$ cat config.mk
export PLATFORM = sky130hd
export DESIGN_NAME = subnet_filter_packet_classifier_flat
export DESIGN_NICKNAME = d
export VERILOG_FILES = /design/src/rtl/sfpc_pkg.sv /design/src/rtl/sfpc_ifs.sv /design/src/rtl/subnet_filter_packet_classifier.sv /design/src/rtl/sfpc_datapath.sv /design/src/rtl/sfpc_ctrl.sv /design/src/flat_wrapper.sv
export SDC_FILE = /design/constraint.sdc
export NUM_CORES = 2
export LEC_CHECK = 0
export ABC_AREA = 0
export BUFFER_PORTS_ARGS = -buffer_cell sky130_fd_sc_hd__buf_2
export CAP_MARGIN = 20
export CORE_AREA = 2 2 540 542
export DETAILED_ROUTE_END_ITERATION = 8
export DIE_AREA = 0 0 542 544
export HOLD_SLACK_MARGIN = 0.15
export PLACE_DENSITY_LB_ADDON = 0.08
export SETUP_SLACK_MARGIN = 0.2
export SLEW_MARGIN = 10
export SYNTH_ARGS = -nofsm -noshare
export SYNTH_HDL_FRONTEND = slang
export SYNTH_HIERARCHICAL = 1
export SYNTH_SLANG_ARGS = --single-unit
$ cat constraint.sdc
create_clock -name clk -period 4.1 [get_ports clk]
set_input_delay 0.205 -clock clk [delete_from_list [all_inputs] [get_ports clk]]
set_output_delay 0.205 -clock clk [all_outputs]
set_load 0.01 [all_outputs]
$ cat src/rtl/sfpc_pkg.sv
// Shared types, constants and the frame pre-classification for the subnet filter.
`default_nettype none

package sfpc_pkg;

  localparam int unsigned SOURCE_RULES_DEF = 32;
  localparam int unsigned DEST_RULES_DEF   = 32;

  localparam int unsigned CFG_ADDR_W = 4;
  localparam int unsigned CFG_DATA_W = 8;

  localparam logic [15:0] ETHERTYPE_ARP  = 16'h0806;
  localparam logic [15:0] ETHERTYPE_IPV4 = 16'h0800;
  localparam logic [7:0]  PROTO_ICMP     = 8'd1;

  localparam logic [5:0] ETH_HDR_LEN   = 6'd14;
  localparam logic [5:0] MIN_IPV4_LEN  = 6'd34;
  localparam logic [5:0] POS_ETYPE_HI  = 6'd12;
  localparam logic [5:0] POS_ETYPE_LO  = 6'd13;
  localparam logic [5:0] POS_PROTO     = 6'd23;
  localparam logic [5:0] POS_SRC_FIRST = 6'd26;
  localparam logic [5:0] POS_SRC_LAST  = 6'd29;
  localparam logic [5:0] POS_DST_FIRST = 6'd30;
  localparam logic [5:0] POS_DST_LAST  = 6'd33;

  typedef enum logic [1:0] {
    OP_FRAME    = 2'd0,
    OP_SRC_RULE = 2'd1,
    OP_DST_RULE = 2'd2
  } op_t;

  typedef enum logic [CFG_ADDR_W-1:0] {
    REG_SRC_COUNT    = 4'd0,
    REG_DST_COUNT    = 4'd1,
    REG_CONFIG_VALID = 4'd2,
    REG_SOCKET       = 4'd3
  } reg_idx_t;

  typedef enum logic [2:0] {
    RSN_REDIRECTED = 3'd0,
    RSN_MALFORMED  = 3'd1,
    RSN_ARP        = 3'd2,
    RSN_ICMP       = 3'd3,
    RSN_NO_CONFIG  = 3'd4,
    RSN_NO_MATCH   = 3'd5,
    RSN_NO_SOCKET  = 3'd6
  } reason_t;

  typedef enum logic [2:0] {
    ST_IDLE,
    ST_CLASSIFY,
    ST_WALK,
    ST_DRAIN,
    ST_VERDICT
  } state_t;

  typedef struct packed {
    logic accept;
    logic walk_start;
    logic walk_step;
    logic result_load;
    logic use_match;
  } dp_cmd_t;

  typedef struct packed {
    logic frame_last;
    logic need_match;
    logic walk_empty;
    logic walk_last;
  } dp_sts_t;

  typedef struct packed {
    logic [31:0] network;
    logic [31:0] mask;
  } rule_t;

  typedef struct packed {
    logic    need_match;
    reason_t reason;
  } prelim_t;

  // Verdict for everything that does not need the rule tables.
  function automatic prelim_t prelim_verdict(input logic [5:0]  length,
                                             input logic [15:0] ether_type,
                                             input logic [7:0]  protocol,
                                             input logic        cfg_valid);
    prelim_t res;
    res.need_match = 1'b0;
    res.reason     = RSN_MALFORMED;
    priority if (length < ETH_HDR_LEN) begin
      res.reason = RSN_MALFORMED;
    end else if (ether_type == ETHERTYPE_ARP) begin
      res.reason = RSN_ARP;
    end else if (ether_type != ETHERTYPE_IPV4 || length < MIN_IPV4_LEN) begin
      res.reason = RSN_MALFORMED;
    end else if (protocol == PROTO_ICMP) begin
      res.reason = RSN_ICMP;
    end else if (!cfg_valid) begin
      res.reason = RSN_NO_CONFIG;
    end else begin
      res.need_match = 1'b1;
      res.reason     = RSN_REDIRECTED;
    end
    return res;
  endfunction

endpackage

`default_nettype wire

$ cat src/rtl/sfpc_ifs.sv
// Channel interfaces of the subnet filter: input words, verdicts and register writes.
`default_nettype none

interface sfpc_in_if;
  logic        valid;
  logic        ready;
  logic [1:0]  operation;
  logic [7:0]  data_byte;
  logic        last_byte;
  logic [4:0]  rule_index;
  logic [31:0] rule_network;
  logic [31:0] rule_mask;

  modport source (output valid, operation, data_byte, last_byte, rule_index,
                  rule_network, rule_mask, input ready);
  modport sink   (input valid, operation, data_byte, last_byte, rule_index,
                  rule_network, rule_mask, output ready);
endinterface

interface sfpc_out_if;
  logic       valid;
  logic       ready;
  logic       redirect;
  logic [2:0] reason;

  modport source (output valid, redirect, reason, input ready);
  modport sink   (input valid, redirect, reason, output ready);
endinterface

interface sfpc_cfg_if;
  logic       valid;
  logic       ready;
  logic [3:0] reg_index;
  logic [7:0] wdata;

  modport source (output valid, reg_index, wdata, input ready);
  modport sink   (input valid, reg_index, wdata, output ready);
endinterface

`default_nettype wire

$ cat src/rtl/subnet_filter_packet_classifier.sv
// Top level of the IPv4 source/destination subnet filter.
`default_nettype none

// Each input word is either one Ethernet frame byte or a source/destination rule
// write. The word carrying the last byte of a frame is followed by a classification
// state (ST_CLASSIFY). When the frame is IPv4, not ICMP, and configuration
// is valid, the verdict also needs the rule tables: with both rule counts zero the
// controller goes on straight to ST_VERDICT, otherwise the source and destination
// rule memories are walked side by side at one entry per cycle in ST_WALK, over
// max(used source, used destination rules) entries, then ST_DRAIN and ST_VERDICT.
// Used rules are the programmed counts limited to the table sizes. The verdict sits
// in an output register; new words are taken while it waits only if it leaves in
// the same cycle. Register writes are always accepted and must only be issued while
// no frame verdict is outstanding. Rule entries read before being written give an
// undefined match result.
module subnet_filter_packet_classifier import sfpc_pkg::*; #(
  parameter int unsigned SOURCE_RULES      = SOURCE_RULES_DEF,
  parameter int unsigned DESTINATION_RULES = DEST_RULES_DEF
) (
  input  logic              clk,
  input  logic              rst_n,
  sfpc_in_if.sink           in_chan,
  sfpc_out_if.source        out_chan,
  sfpc_cfg_if.sink          cfg_chan
);

  dp_cmd_t cmd;
  dp_sts_t sts;
  logic    cfg_write;

  assign cfg_chan.ready = 1'b1;
  assign cfg_write      = cfg_chan.valid && cfg_chan.ready;

  sfpc_ctrl u_ctrl (
    .clk       (clk),
    .rst_n     (rst_n),
    .in_valid  (in_chan.valid),
    .in_ready  (in_chan.ready),
    .out_valid (out_chan.valid),
    .out_ready (out_chan.ready),
    .sts       (sts),
    .cmd       (cmd)
  );

  sfpc_datapath #(
    .SOURCE_RULES      (SOURCE_RULES),
    .DESTINATION_RULES (DESTINATION_RULES)
  ) u_datapath (
    .clk             (clk),
    .rst_n           (rst_n),
    .cmd             (cmd),
    .sts             (sts),
    .in_operation    (in_chan.operation),
    .in_data_byte    (in_chan.data_byte),
    .in_last_byte    (in_chan.last_byte),
    .in_rule_index   (in_chan.rule_index),
    .in_rule_network (in_chan.rule_network),
    .in_rule_mask    (in_chan.rule_mask),
    .cfg_write       (cfg_write),
    .cfg_reg_index   (cfg_chan.reg_index),
    .cfg_wdata       (cfg_chan.wdata),
    .out_redirect    (out_chan.redirect),
    .out_reason      (out_chan.reason)
  );

endmodule

`default_nettype wire

$ cat src/rtl/sfpc_datapath.sv
// Datapath: frame field capture, configuration registers, rule memories and match logic.
`default_nettype none

module sfpc_datapath import sfpc_pkg::*; #(
  parameter int unsigned SOURCE_RULES      = SOURCE_RULES_DEF,
  parameter int unsigned DESTINATION_RULES = DEST_RULES_DEF
) (
  input  logic                  clk,
  input  logic                  rst_n,
  input  dp_cmd_t               cmd,
  output dp_sts_t               sts,
  input  logic [1:0]            in_operation,
  input  logic [7:0]            in_data_byte,
  input  logic                  in_last_byte,
  input  logic [4:0]            in_rule_index,
  input  logic [31:0]           in_rule_network,
  input  logic [31:0]           in_rule_mask,
  input  logic                  cfg_write,
  input  logic [CFG_ADDR_W-1:0] cfg_reg_index,
  input  logic [CFG_DATA_W-1:0] cfg_wdata,
  output logic                  out_redirect,
  output logic [2:0]            out_reason
);

  localparam int unsigned MAX_RULES =
    (SOURCE_RULES > DESTINATION_RULES) ? SOURCE_RULES : DESTINATION_RULES;
  localparam int unsigned CNT_W  = $clog2(MAX_RULES + 1);
  localparam int unsigned SRC_AW = (SOURCE_RULES > 1) ? $clog2(SOURCE_RULES) : 1;
  localparam int unsigned DST_AW = (DESTINATION_RULES > 1) ? $clog2(DESTINATION_RULES) : 1;

  // Configuration registers.
  logic [5:0] src_num_r;
  logic [5:0] dst_num_r;
  logic       cfg_valid_r;
  logic       socket_r;

  // Frame state.
  logic [5:0]  pos_r,   pos_nxt;
  logic [15:0] etype_r, etype_nxt;
  logic [7:0]  proto_r, proto_nxt;
  logic [31:0] saddr_r, saddr_nxt;
  logic [31:0] daddr_r, daddr_nxt;
  logic [5:0]  length;

  // Rule walk.
  rule_t            src_mem [SOURCE_RULES];
  rule_t            dst_mem [DESTINATION_RULES];
  rule_t            src_rd_r;
  rule_t            dst_rd_r;
  logic             src_live_r;
  logic             dst_live_r;
  logic             src_hit_r;
  logic             dst_hit_r;
  logic [CNT_W-1:0] idx_r;
  logic [CNT_W-1:0] src_used;
  logic [CNT_W-1:0] dst_used;
  logic [CNT_W-1:0] walk_len;
  logic             src_match;
  logic             dst_match;
  logic             frame_word;
  logic             src_wr;
  logic             dst_wr;

  // Verdict register.
  logic    redirect_r;
  reason_t reason_r;
  prelim_t prelim;

  assign frame_word = cmd.accept && (in_operation == OP_FRAME);
  assign src_wr = cmd.accept && (in_operation == OP_SRC_RULE)
                  && (32'(in_rule_index) < SOURCE_RULES);
  assign dst_wr = cmd.accept && (in_operation == OP_DST_RULE)
                  && (32'(in_rule_index) < DESTINATION_RULES);

  always_ff @(posedge clk) begin
    if (!rst_n) begin
      src_num_r   <= '0;
      dst_num_r   <= '0;
      cfg_valid_r <= 1'b0;
      socket_r    <= 1'b0;
    end else if (cfg_write) begin
      unique case (cfg_reg_index)
        REG_SRC_COUNT:    src_num_r   <= cfg_wdata[5:0];
        REG_DST_COUNT:    dst_num_r   <= cfg_wdata[5:0];
        REG_CONFIG_VALID: cfg_valid_r <= cfg_wdata[0];
        REG_SOCKET:       socket_r    <= cfg_wdata[0];
        default: ;
      endcase
    end
  end

  assign length = (pos_r < MIN_IPV4_LEN) ? pos_r + 6'd1 : MIN_IPV4_LEN;

  // Header fields are shifted in at fixed byte positions; the header length is not checked.
  always_comb begin
    pos_nxt   = pos_r;
    etype_nxt = etype_r;
    proto_nxt = proto_r;
    saddr_nxt = saddr_r;
    daddr_nxt = daddr_r;
    if (cmd.result_load) begin
      pos_nxt   = '0;
      etype_nxt = '0;
      proto_nxt = '0;
      saddr_nxt = '0;
      daddr_nxt = '0;
    end else if (frame_word) begin
      pos_nxt = length;
      priority if (pos_r == POS_ETYPE_HI || pos_r == POS_ETYPE_LO) begin
        etype_nxt = {etype_r[7:0], in_data_byte};
      end else if (pos_r == POS_PROTO) begin
        proto_nxt = in_data_byte;
      end else if (pos_r >= POS_SRC_FIRST && pos_r <= POS_SRC_LAST) begin
        saddr_nxt = {saddr_r[23:0], in_data_byte};
      end else if (pos_r >= POS_DST_FIRST && pos_r <= POS_DST_LAST) begin
        daddr_nxt = {daddr_r[23:0], in_data_byte};
      end else begin
        etype_nxt = etype_r;
      end
    end
  end

  always_ff @(posedge clk) begin
    if (!rst_n) begin
      pos_r   <= '0;
      etype_r <= '0;
      proto_r <= '0;
      saddr_r <= '0;
      daddr_r <= '0;
    end else begin
      pos_r   <= pos_nxt;
      etype_r <= etype_nxt;
      proto_r <= proto_nxt;
      saddr_r <= saddr_nxt;
      daddr_r <= daddr_nxt;
    end
  end

  // A rule count above the table size behaves as the table size.
  assign src_used = (32'(src_num_r) > SOURCE_RULES) ? CNT_W'(SOURCE_RULES)
                                                    : CNT_W'(src_num_r);
  assign dst_used = (32'(dst_num_r) > DESTINATION_RULES) ? CNT_W'(DESTINATION_RULES)
                                                         : CNT_W'(dst_num_r);
  assign walk_len = (src_used > dst_used) ? src_used : dst_used;

  // Both tables are walked side by side, one entry of each per cycle.
  always_ff @(posedge clk) begin
    if (src_wr) begin
      src_mem[SRC_AW'(in_rule_index)] <= '{network: in_rule_network, mask: in_rule_mask};
    end
    src_rd_r <= src_mem[idx_r[SRC_AW-1:0]];
  end

  always_ff @(posedge clk) begin
    if (dst_wr) begin
      dst_mem[DST_AW'(in_rule_index)] <= '{network: in_rule_network, mask: in_rule_mask};
    end
    dst_rd_r <= dst_mem[idx_r[DST_AW-1:0]];
  end

  assign src_match = (saddr_r & src_rd_r.mask) == (src_rd_r.network & src_rd_r.mask);
  assign dst_match = (daddr_r & dst_rd_r.mask) == (dst_rd_r.network & dst_rd_r.mask);

  always_ff @(posedge clk) begin
    if (!rst_n) begin
      idx_r      <= '0;
      src_live_r <= 1'b0;
      dst_live_r <= 1'b0;
      src_hit_r  <= 1'b0;
      dst_hit_r  <= 1'b0;
    end else begin
      src_live_r <= cmd.walk_step && (idx_r < src_used);
      dst_live_r <= cmd.walk_step && (idx_r < dst_used);
      if (cmd.walk_start) begin
        idx_r     <= '0;
        src_hit_r <= (src_used == '0);
        dst_hit_r <= (dst_used == '0);
      end else begin
        if (cmd.walk_step) begin
          idx_r <= idx_r + CNT_W'(1);
        end
        if (src_live_r && src_match) begin
          src_hit_r <= 1'b1;
        end
        if (dst_live_r && dst_match) begin
          dst_hit_r <= 1'b1;
        end
      end
    end
  end

  assign prelim = prelim_verdict(pos_r, etype_r, proto_r, cfg_valid_r);

  always_ff @(posedge clk) begin
    if (cmd.result_load) begin
      if (cmd.use_match) begin
        priority if (!(src_hit_r && dst_hit_r)) begin
          redirect_r <= 1'b0;
          reason_r   <= RSN_NO_MATCH;
        end else if (!socket_r) begin
          redirect_r <= 1'b0;
          reason_r   <= RSN_NO_SOCKET;
        end else begin
          redirect_r <= 1'b1;
          reason_r   <= RSN_REDIRECTED;
        end
      end else begin
        redirect_r <= 1'b0;
        reason_r   <= prelim.reason;
      end
    end
  end

  assign out_redirect = redirect_r;
  assign out_reason   = reason_r;

  assign sts.frame_last = (in_operation == OP_FRAME) && in_last_byte;
  assign sts.need_match = prelim.need_match;
  assign sts.walk_empty = (walk_len == '0);
  assign sts.walk_last  = (idx_r == walk_len - CNT_W'(1));

endmodule

`default_nettype wire

$ cat src/rtl/sfpc_ctrl.sv
// Controller: state machine that sequences frame capture, rule walk and verdict hand-off.
`default_nettype none

module sfpc_ctrl import sfpc_pkg::*; (
  input  logic    clk,
  input  logic    rst_n,
  input  logic    in_valid,
  output logic    in_ready,
  output logic    out_valid,
  input  logic    out_ready,
  input  dp_sts_t sts,
  output dp_cmd_t cmd
);

  state_t state_r, state_nxt;
  logic   out_valid_r, out_valid_nxt;
  logic   accept;

  // A word is taken only when the verdict slot is empty or is being emptied this cycle.
  assign in_ready = (state_r == ST_IDLE) && (!out_valid_r || out_ready);
  assign accept   = in_valid && in_ready;

  always_comb begin
    state_nxt = state_r;
    unique case (state_r)
      ST_IDLE: begin
        if (accept && sts.frame_last) begin
          state_nxt = ST_CLASSIFY;
        end
      end
      ST_CLASSIFY: begin
        priority if (!sts.need_match) begin
          state_nxt = ST_IDLE;
        end else if (sts.walk_empty) begin
          state_nxt = ST_VERDICT;
        end else begin
          state_nxt = ST_WALK;
        end
      end
      ST_WALK: begin
        if (sts.walk_last) begin
          state_nxt = ST_DRAIN;
        end
      end
      ST_DRAIN:   state_nxt = ST_VERDICT;
      ST_VERDICT: state_nxt = ST_IDLE;
      default:    state_nxt = ST_IDLE;
    endcase
  end

  always_comb begin
    cmd        = '0;
    cmd.accept = accept;
    unique case (state_r)
      ST_CLASSIFY: begin
        cmd.walk_start  = sts.need_match;
        cmd.result_load = !sts.need_match;
      end
      ST_WALK: begin
        cmd.walk_step = 1'b1;
      end
      ST_VERDICT: begin
        cmd.result_load = 1'b1;
        cmd.use_match   = 1'b1;
      end
      default: ;
    endcase
  end

  assign out_valid_nxt = cmd.result_load ? 1'b1 : (out_valid_r && !out_ready);

  always_ff @(posedge clk) begin
    if (!rst_n) begin
      state_r     <= ST_IDLE;
      out_valid_r <= 1'b0;
    end else begin
      state_r     <= state_nxt;
      out_valid_r <= out_valid_nxt;
    end
  end

  assign out_valid = out_valid_r;

  a_verdict_delivered: assert property (@(posedge clk) disable iff (!rst_n)
    (state_r == ST_VERDICT) |=> (state_r == ST_IDLE && out_valid_r))
    else $error("rule walk verdict not presented");

  a_short_verdict: assert property (@(posedge clk) disable iff (!rst_n)
    (state_r == ST_CLASSIFY && !sts.need_match) |=> out_valid_r)
    else $error("direct verdict not presented");

  a_verdict_source: assert property (@(posedge clk) disable iff (!rst_n)
    $rose(out_valid_r) |-> ($past(state_r) == ST_CLASSIFY || $past(state_r) == ST_VERDICT))
    else $error("verdict appeared without a classification");

  a_slot_empty_in_walk: assert property (@(posedge clk) disable iff (!rst_n)
    (state_r == ST_WALK || state_r == ST_DRAIN) |-> !out_valid_r)
    else $error("verdict slot occupied during rule walk");

endmodule

`default_nettype wire
$ cat src/flat_wrapper.sv
// flat-port wrapper written by rule: the top's interface ports become plain ports
module subnet_filter_packet_classifier_flat import sfpc_pkg::*;
#(
  parameter int unsigned SOURCE_RULES      = SOURCE_RULES_DEF,
  parameter int unsigned DESTINATION_RULES = DEST_RULES_DEF
)
  (clk, rst_n, in_chan_valid, in_chan_operation, in_chan_data_byte, in_chan_last_byte, in_chan_rule_index, in_chan_rule_network, in_chan_rule_mask, in_chan_ready, out_chan_valid, out_chan_redirect, out_chan_reason, out_chan_ready, cfg_chan_valid, cfg_chan_reg_index, cfg_chan_wdata, cfg_chan_ready);
  sfpc_in_if in_chan_i ();
  sfpc_out_if out_chan_i ();
  sfpc_cfg_if cfg_chan_i ();
  input  logic clk;
  input  logic rst_n;
  input wire logic [$bits(in_chan_i.valid)-1:0] in_chan_valid;
  input wire logic [$bits(in_chan_i.operation)-1:0] in_chan_operation;
  input wire logic [$bits(in_chan_i.data_byte)-1:0] in_chan_data_byte;
  input wire logic [$bits(in_chan_i.last_byte)-1:0] in_chan_last_byte;
  input wire logic [$bits(in_chan_i.rule_index)-1:0] in_chan_rule_index;
  input wire logic [$bits(in_chan_i.rule_network)-1:0] in_chan_rule_network;
  input wire logic [$bits(in_chan_i.rule_mask)-1:0] in_chan_rule_mask;
  output wire logic [$bits(in_chan_i.ready)-1:0] in_chan_ready;
  output wire logic [$bits(out_chan_i.valid)-1:0] out_chan_valid;
  output wire logic [$bits(out_chan_i.redirect)-1:0] out_chan_redirect;
  output wire logic [$bits(out_chan_i.reason)-1:0] out_chan_reason;
  input wire logic [$bits(out_chan_i.ready)-1:0] out_chan_ready;
  input wire logic [$bits(cfg_chan_i.valid)-1:0] cfg_chan_valid;
  input wire logic [$bits(cfg_chan_i.reg_index)-1:0] cfg_chan_reg_index;
  input wire logic [$bits(cfg_chan_i.wdata)-1:0] cfg_chan_wdata;
  output wire logic [$bits(cfg_chan_i.ready)-1:0] cfg_chan_ready;
  assign in_chan_i.valid = in_chan_valid;
  assign in_chan_i.operation = in_chan_operation;
  assign in_chan_i.data_byte = in_chan_data_byte;
  assign in_chan_i.last_byte = in_chan_last_byte;
  assign in_chan_i.rule_index = in_chan_rule_index;
  assign in_chan_i.rule_network = in_chan_rule_network;
  assign in_chan_i.rule_mask = in_chan_rule_mask;
  assign in_chan_ready = in_chan_i.ready;
  assign out_chan_valid = out_chan_i.valid;
  assign out_chan_redirect = out_chan_i.redirect;
  assign out_chan_reason = out_chan_i.reason;
  assign out_chan_i.ready = out_chan_ready;
  assign cfg_chan_i.valid = cfg_chan_valid;
  assign cfg_chan_i.reg_index = cfg_chan_reg_index;
  assign cfg_chan_i.wdata = cfg_chan_wdata;
  assign cfg_chan_ready = cfg_chan_i.ready;
  subnet_filter_packet_classifier #(.SOURCE_RULES(SOURCE_RULES), .DESTINATION_RULES(DESTINATION_RULES)) u_core (.clk(clk), .rst_n(rst_n), .in_chan(in_chan_i), .out_chan(out_chan_i), .cfg_chan(cfg_chan_i));
endmodule
======== After elaboration in Yosys (flattened, before gate mapping) ========
Memory sizes are Yosys's and may differ from the RTL's. A register that Yosys moved wholly into a read port is not among the register bits.
Cells that the tools add are included.
storage, ports and cells
  output and inout port bits .............. 7
  bits of input ports ..................... 97
  logic and storage cells ................. 139
  register bits after elaboration ......... 126
  memories kept ........................... 2
  RAM bits ................................ 4096
memory list
  name                       words  bits a word  rd ports  clocked after memory_dff  wr ports  line                 text
  u_core.u_datapath.dst_mem  32     64           1         1                         1         sfpc_datapath.sv:47  rule_t dst_mem [DESTINATION_RULES];
  u_core.u_datapath.src_mem  32     64           1         1                         1         sfpc_datapath.sv:46  rule_t src_mem [SOURCE_RULES];
cells by class
  $add $sub $neg .......................... 3
  muxes and demuxes ....................... 36
  bitwise gates (word level) .............. 8
  order comparisons ....................... 11
  equal/unequal tests ..................... 20
  reductions and logical operators ........ 41
operators by type and width
  operator              count
  $and 32x32->32        4
  $eq 32x32->1          2
  $mux 3                12
  $mux 6                4
  $logic_not 6->1       3
  $mux 1                18
  $eq 16x12->1 const B  1
  $ne 16x12->1 const B  1
  $logic_and 1x1->1     15
  $reduce_and 2->1      7
  $add 6x1->6 const B   2
  $eq 6x4->1 const B    2
  $ge 6x5->1 const B    2
  $gt 6x6->1 const B    2
  $lt 6x6->1            2
  $pmux 3 s4            1
  $eq 4x2->1 const B    2
  $eq 8x1->1 const B    1
  $eq 3x2->1 const B    2
  $eq 6x5->1 const B    1
  $eq 6x6->1            1
  $gt 6x6->1            1
  $le 6x5->1 const B    1
  $le 6x6->1 const B    1
  21 further kinds      31

======== Depth between registers and ports, before layout ========
  word-level depth ........................ 8
  depth in mapped cells ................... 17

======== Cells and area by module ========
Netlist, hierarchy kept.
modules (own cells, without submodules)
  module                           times used  cells each  area each (µm²)  sequential area each (µm²)
  sfpc_datapath                    1           6783        163745.8         128042.8
  sfpc_ctrl                        1           24          224.0            80.1
  subnet_filter_packet_classifier  1           2           11.3             0.0

======== Worst setup path after synthesis ========
Ideal clock, no wire load.
  kind .................................... reg-to-reg
  start point ............................. register u_core.u_ctrl.state_r[0]
  end point ............................... memory u_core/u_datapath/src_mem[24][0] in the netlist's numbering, enable pin
  stages on the path, launching flop included .. 8
  setup slack ............................. -594 ps
  arrival ................................. 4207 ps
  cells stage by stage .................... dfxtp_1 > nor3_1 > nor2b_1 > and2_1 > buf_4 > nor2b_1 > nand2_1 > nor2_1
between the ends
  longest elaborated chain between the ends .. 6
RTL lines
  what                          line                  text
  from (decl)                   sfpc_ctrl.sv:15       state_t state_r, state_nxt;
  from (signal assigned)        sfpc_ctrl.sv:77       state_r <= state_nxt;
  $logic_not 3->1               sfpc_ctrl.sv:20       assign in_ready = (state_r == ST_IDLE) && (!out_valid_r || out_ready);
  $logic_and 1x1->1             sfpc_ctrl.sv:20
  net in_chan_ready             flat_wrapper.sv:20    output wire logic [$bits(in_chan_i.ready)-1:0] in_chan_ready;
  $logic_and 1x1->1             sfpc_ctrl.sv:21       assign accept = in_valid && in_ready;
  net u_core.u_ctrl.accept      sfpc_ctrl.sv:17       logic accept;
  $logic_and 1x1->1             sfpc_datapath.sv:70   assign src_wr = cmd.accept && (in_operation == OP_SRC_RULE)
  $mux 1                        sfpc_datapath.sv:148  if (src_wr) begin
  $mux 1 (implied by the code)  sfpc_datapath.sv:149  src_mem[SRC_AW'(in_rule_index)] <= '{network: in_rule_network, mask: in_rule_mask};
  to (decl)                     sfpc_datapath.sv:46
The timed path passes the listed nets, and every way through them passes these cells.

==> metrics <==
status=finished, final reports clean; starting density of the core=56.7%; Net Count, Synth=approximately 7000; Slew HR=approximately 21%; critical path class=reg -> reg; Critical Path End Type=register; CP dominant cell by count=buf_4; crit path from=u_core/u_ctrl/state_r[0]$_SDFFE_PN0P_; CP max stage delay=around 0.6 ns; final worst-path cycle share=around nine tenths; Yosys top cell area share=between 70% and 80%; Initial DRT Pass Iterations=6; Initial DRC Count=approximately 10000; R2R Setup Slk=between 0.3 and 0.4 ns; Crit Reg-Reg Endpoint=u_core/u_datapath/dst_mem[2][7]$_DFFE_PP_; Post-DP Area=around 170000 um2; Post-Synthesis Cell Area=164000 um2; unrepaired setup endpoints after global routing=false; critical path's slowest cell=dlygate4sd3_1; Post-synth top flop=edfxtp_1; Async SR Flop Fraction=0%; row count=between 150 and 200; end of the critical path=u_core/u_datapath/dst_mem[2][7]$_DFFE_PP_; Layout Skew=0.0507 ns; launch point of the worst reg-to-reg path=u_core/u_ctrl/state_r[0]$_SDFFE_PN0P_; final instance area=188000 um2; synth warn=6; Setup-failing EPs final=0; clock-pin slew on the worst setup and hold paths=0.06 ns; nature of the critical path startpoint=register; syn_area_per_cell=about 24 um2; CP Cell Sequence=nor3_1, nor2b_1, and2_1, buf_4, nand3_1, dlygate4sd3_1, buf_4, nor2_4, buf_4; Die Area=between 200000 and 300000 um2; Synth Register Bits=about 4400; GRT Util Overall=29.8%; wire per inst=37.6 um; insertion delay to the later sink of the worst-skew pair=0.97 ns; CTS tree=yes; Max-cap violations=0; largest net degree at the start of global routing=approximately 110; register area share after synthesis=between 70% and 80%; core area=approximately 290000 um2; TritonCTS Buffers=~430; maximum vdd drop=0.495 mV; fraction of layout cells with a size suffix above 1=~33%; # H-tree levels=5; most area-hungry cell type in the Yosys netlist=edfxtp_1; Synth cell types=a little under 60; routability cong.=0.889; Post-synth EDFFs=4100; crit path DAT=4.27 ns; Slew Viols, Final=0; Die Ht=roughly 540 um; WL final=roughly 440000 um; Root Driver=clkbuf_16; first-pass GRT wire length=approximately 600000 um; actual slew at the worst max-slew pin=approximately 1.2 ns; DP HPWL=232000 um; initial antenna violation count=32; P&R area growth vs syn=14.8%; power density cells=roughly 480 nW/um2; final worst path period need=roughly 3.7 ns; top cells by area, synth=edfxtp_1, mux4_2, dfxtp_1, mux2_2, clkbuf_1; Die X=between 500 and 600 um; Hold Fails Final Rpt=0; DRC violations left=0; Buffers on Ports=100; Core Util, Final=approximately 65%; LEAKAGE=57.2 nW; CTS sink count=4350; Remaining Overflow, GRT=0; reg2reg path depth=9; Vias=77900; vias per cell=6.70; crit path max fanout=26; Syn Inst Count=6809; WP data required=approximately 4.7 ns; Nets=7545; layout filler cell count=about 19000; min-delay worst type=in -> reg; vias in the first global route=around 77000; Clock Tree Buf Depth=4; post-route ant nets=0; FMAX=around 270 MHz; # IOs=~100
-- cell families (layout without fill, tap and decap cells) --
| family | count (synthesis) | in the layout | synth area share (%) |
|---|---|---|---|
| buffers and inverters | 356 | 1356 | 0.940 |
| flip-flops | 4350 | 4350 | 78.1 |
| AO/OA/AOI/OAI | 157 | 157 | 0.578 |
| XOR/XNOR | 77 | 77 | 0.411 |
| AND/OR/NAND/NOR | 405 | 405 | 1.09 |
| multiplexers | 1440 | 1440 | 18.7 |
| other | 1 | 9 | 0.00229 |
| adder cells (fa/ha/maj) | 23 | 23 | 0.175 |
-- through the flow --
step                cells  setup slack [ns]  setup TNS, ns  hold slack, ns  power [W]
finish              11600             0.375              0           0.200     0.0895
global route        11600             0.166              0           0.172     0.0918
CTS                 11600             0.412              0           0.151     0.0900
detailed placement  10700             0.426              0           0.447     0.0506
global placement    10700             0.211              0           0.440     0.0505
floorplan            6809            -0.594       -2010.15           0.304     0.0498
-- layout make-up --
type	instances	area [um2]	share of cell area, %
antenna	8	20.0	0.0106
clock buffer	590	11900	6.31
clock inverter	230	2500	1.33
inverter	14	52.6	0.0279
multi-input combinational	2103	34800	18.5
sequential	4350	128000	68.0
tap	3800	4750	2.52
timing repair buffer	522	6130	3.25
-- state kept, by name (all words and copies together) (netlist names), 6 cells and up --
register	flops
u_core/u_datapath/dst_mem	2048
u_core/u_datapath/src_mem	2048
u_core/u_datapath/dst_num_r	6
u_core/u_datapath/idx_r	6
u_core/u_datapath/saddr_r	32
u_core/u_datapath/dst_rd_r	64
u_core/u_datapath/src_num_r	6
u_core/u_datapath/src_rd_r	64
u_core/u_datapath/proto_r	8
u_core/u_datapath/pos_r	6
u_core/u_datapath/daddr_r	32
u_core/u_datapath/etype_r	16
-- cell usage after synthesis, drive strengths merged, types with 7 or more instances --
| master | instances |
|---|---|
| o21ai | 10 |
| nor3 | 9 |
| a21oi | 94 |
| clkbuf | 199 |
| nor3b | 7 |
| edfxtp | 4100 |
| nor2b | 7 |
| mux2i | 30 |
| ha | 23 |
| inv | 14 |
| mux4 | 1282 |
| dfxtp | 250 |
| nand4 | 17 |
| buf | 143 |
| nand2 | 195 |
| nand3 | 10 |
| a22oi | 24 |
| nor2 | 115 |
| mux2 | 128 |
| xor2 | 71 |
| nand2b | 8 |
-- layout by cell type, fill, tap and decap left out, drive strengths merged, types with 8 or more instances in the layout --
cell and count:
a21oi 94, a22oi 24, buf 409, bufinv 42
clkbuf 590, clkinv 160, clkinvlp 14, dfxtp 250
diode 8, dlygate4sd3 113, edfxtp 4100, ha 23
inv 28, mux2 128, mux2i 30, mux4 1282
nand2 195, nand2b 8, nand3 10, nand4 17
nor2 115, nor3 9, o21ai 10, xor2 71
-- per-layer routing --
layer  routed length, um  part of all wire, %  track usage [%]  vias to the layer above
li1                    -                    -                -                    30400
met1              172000                   39             43.4                    42700
met2              208000                   48             46.7                     4058
met3               41300                  9.5             5.64                      743
met4               14700                  3.4             8.73                        6
met5                  35               0.0080                0                        -
-- worst max-delay path: cells and delay by family, from the launching register on --
| family | cells | cell delay, ns |
|---|---|---|
| flip-flops | 1 | 0.36 |
| AND/OR/NAND/NOR | 5 | 1.24 |
| buffers and inverters | 4 | 1.61 |
-- how the worst min path moves through the flow --
stage	from	end	slack (ns)	depth (start not counted)
2_1_floorplan	in_chan_rule_mask[0]	u_core/u_datapath/dst_mem[0][0]$_DFFE_PP_	0.30	0
3_3_place_gp	u_core/u_datapath/etype_r[11]$_SDFFE_PP0P_	u_core/u_datapath/etype_r[11]$_SDFFE_PP0P_	0.44	2
3_5_place_dp	u_core/u_datapath/etype_r[8]$_SDFFE_PP0P_	u_core/u_datapath/etype_r[8]$_SDFFE_PP0P_	0.45	2
4_1_cts	rst_n	u_core/u_ctrl/state_r[1]$_SDFFE_PN0P_	0.15	3
5_1_grt	in_chan_rule_network[11]	u_core/u_datapath/src_mem[3][43]$_DFFE_PP_	0.17	2
6_report	in_chan_rule_mask[28]	u_core/u_datapath/src_mem[25][28]$_DFFE_PP_	0.20	2
-- power breakdown --
part,switching [W],internal [W],leakage (nW)
combinational,0.000841,0.000238,11.3
sequential,0.0000278,0.0486,38.9
clock,0.0167,0.0230,7.02
total,0.0176,0.0719,57.2
-- what timing repair did --
action                                   CTS  global route
hold buffers                             111             2
gates resized for setup                    0             6
setup buffers                              0             0
endpoints found under the hold margin   4313            23
endpoints found under the setup margin     0             1
(Power assumes the default switching activity.)
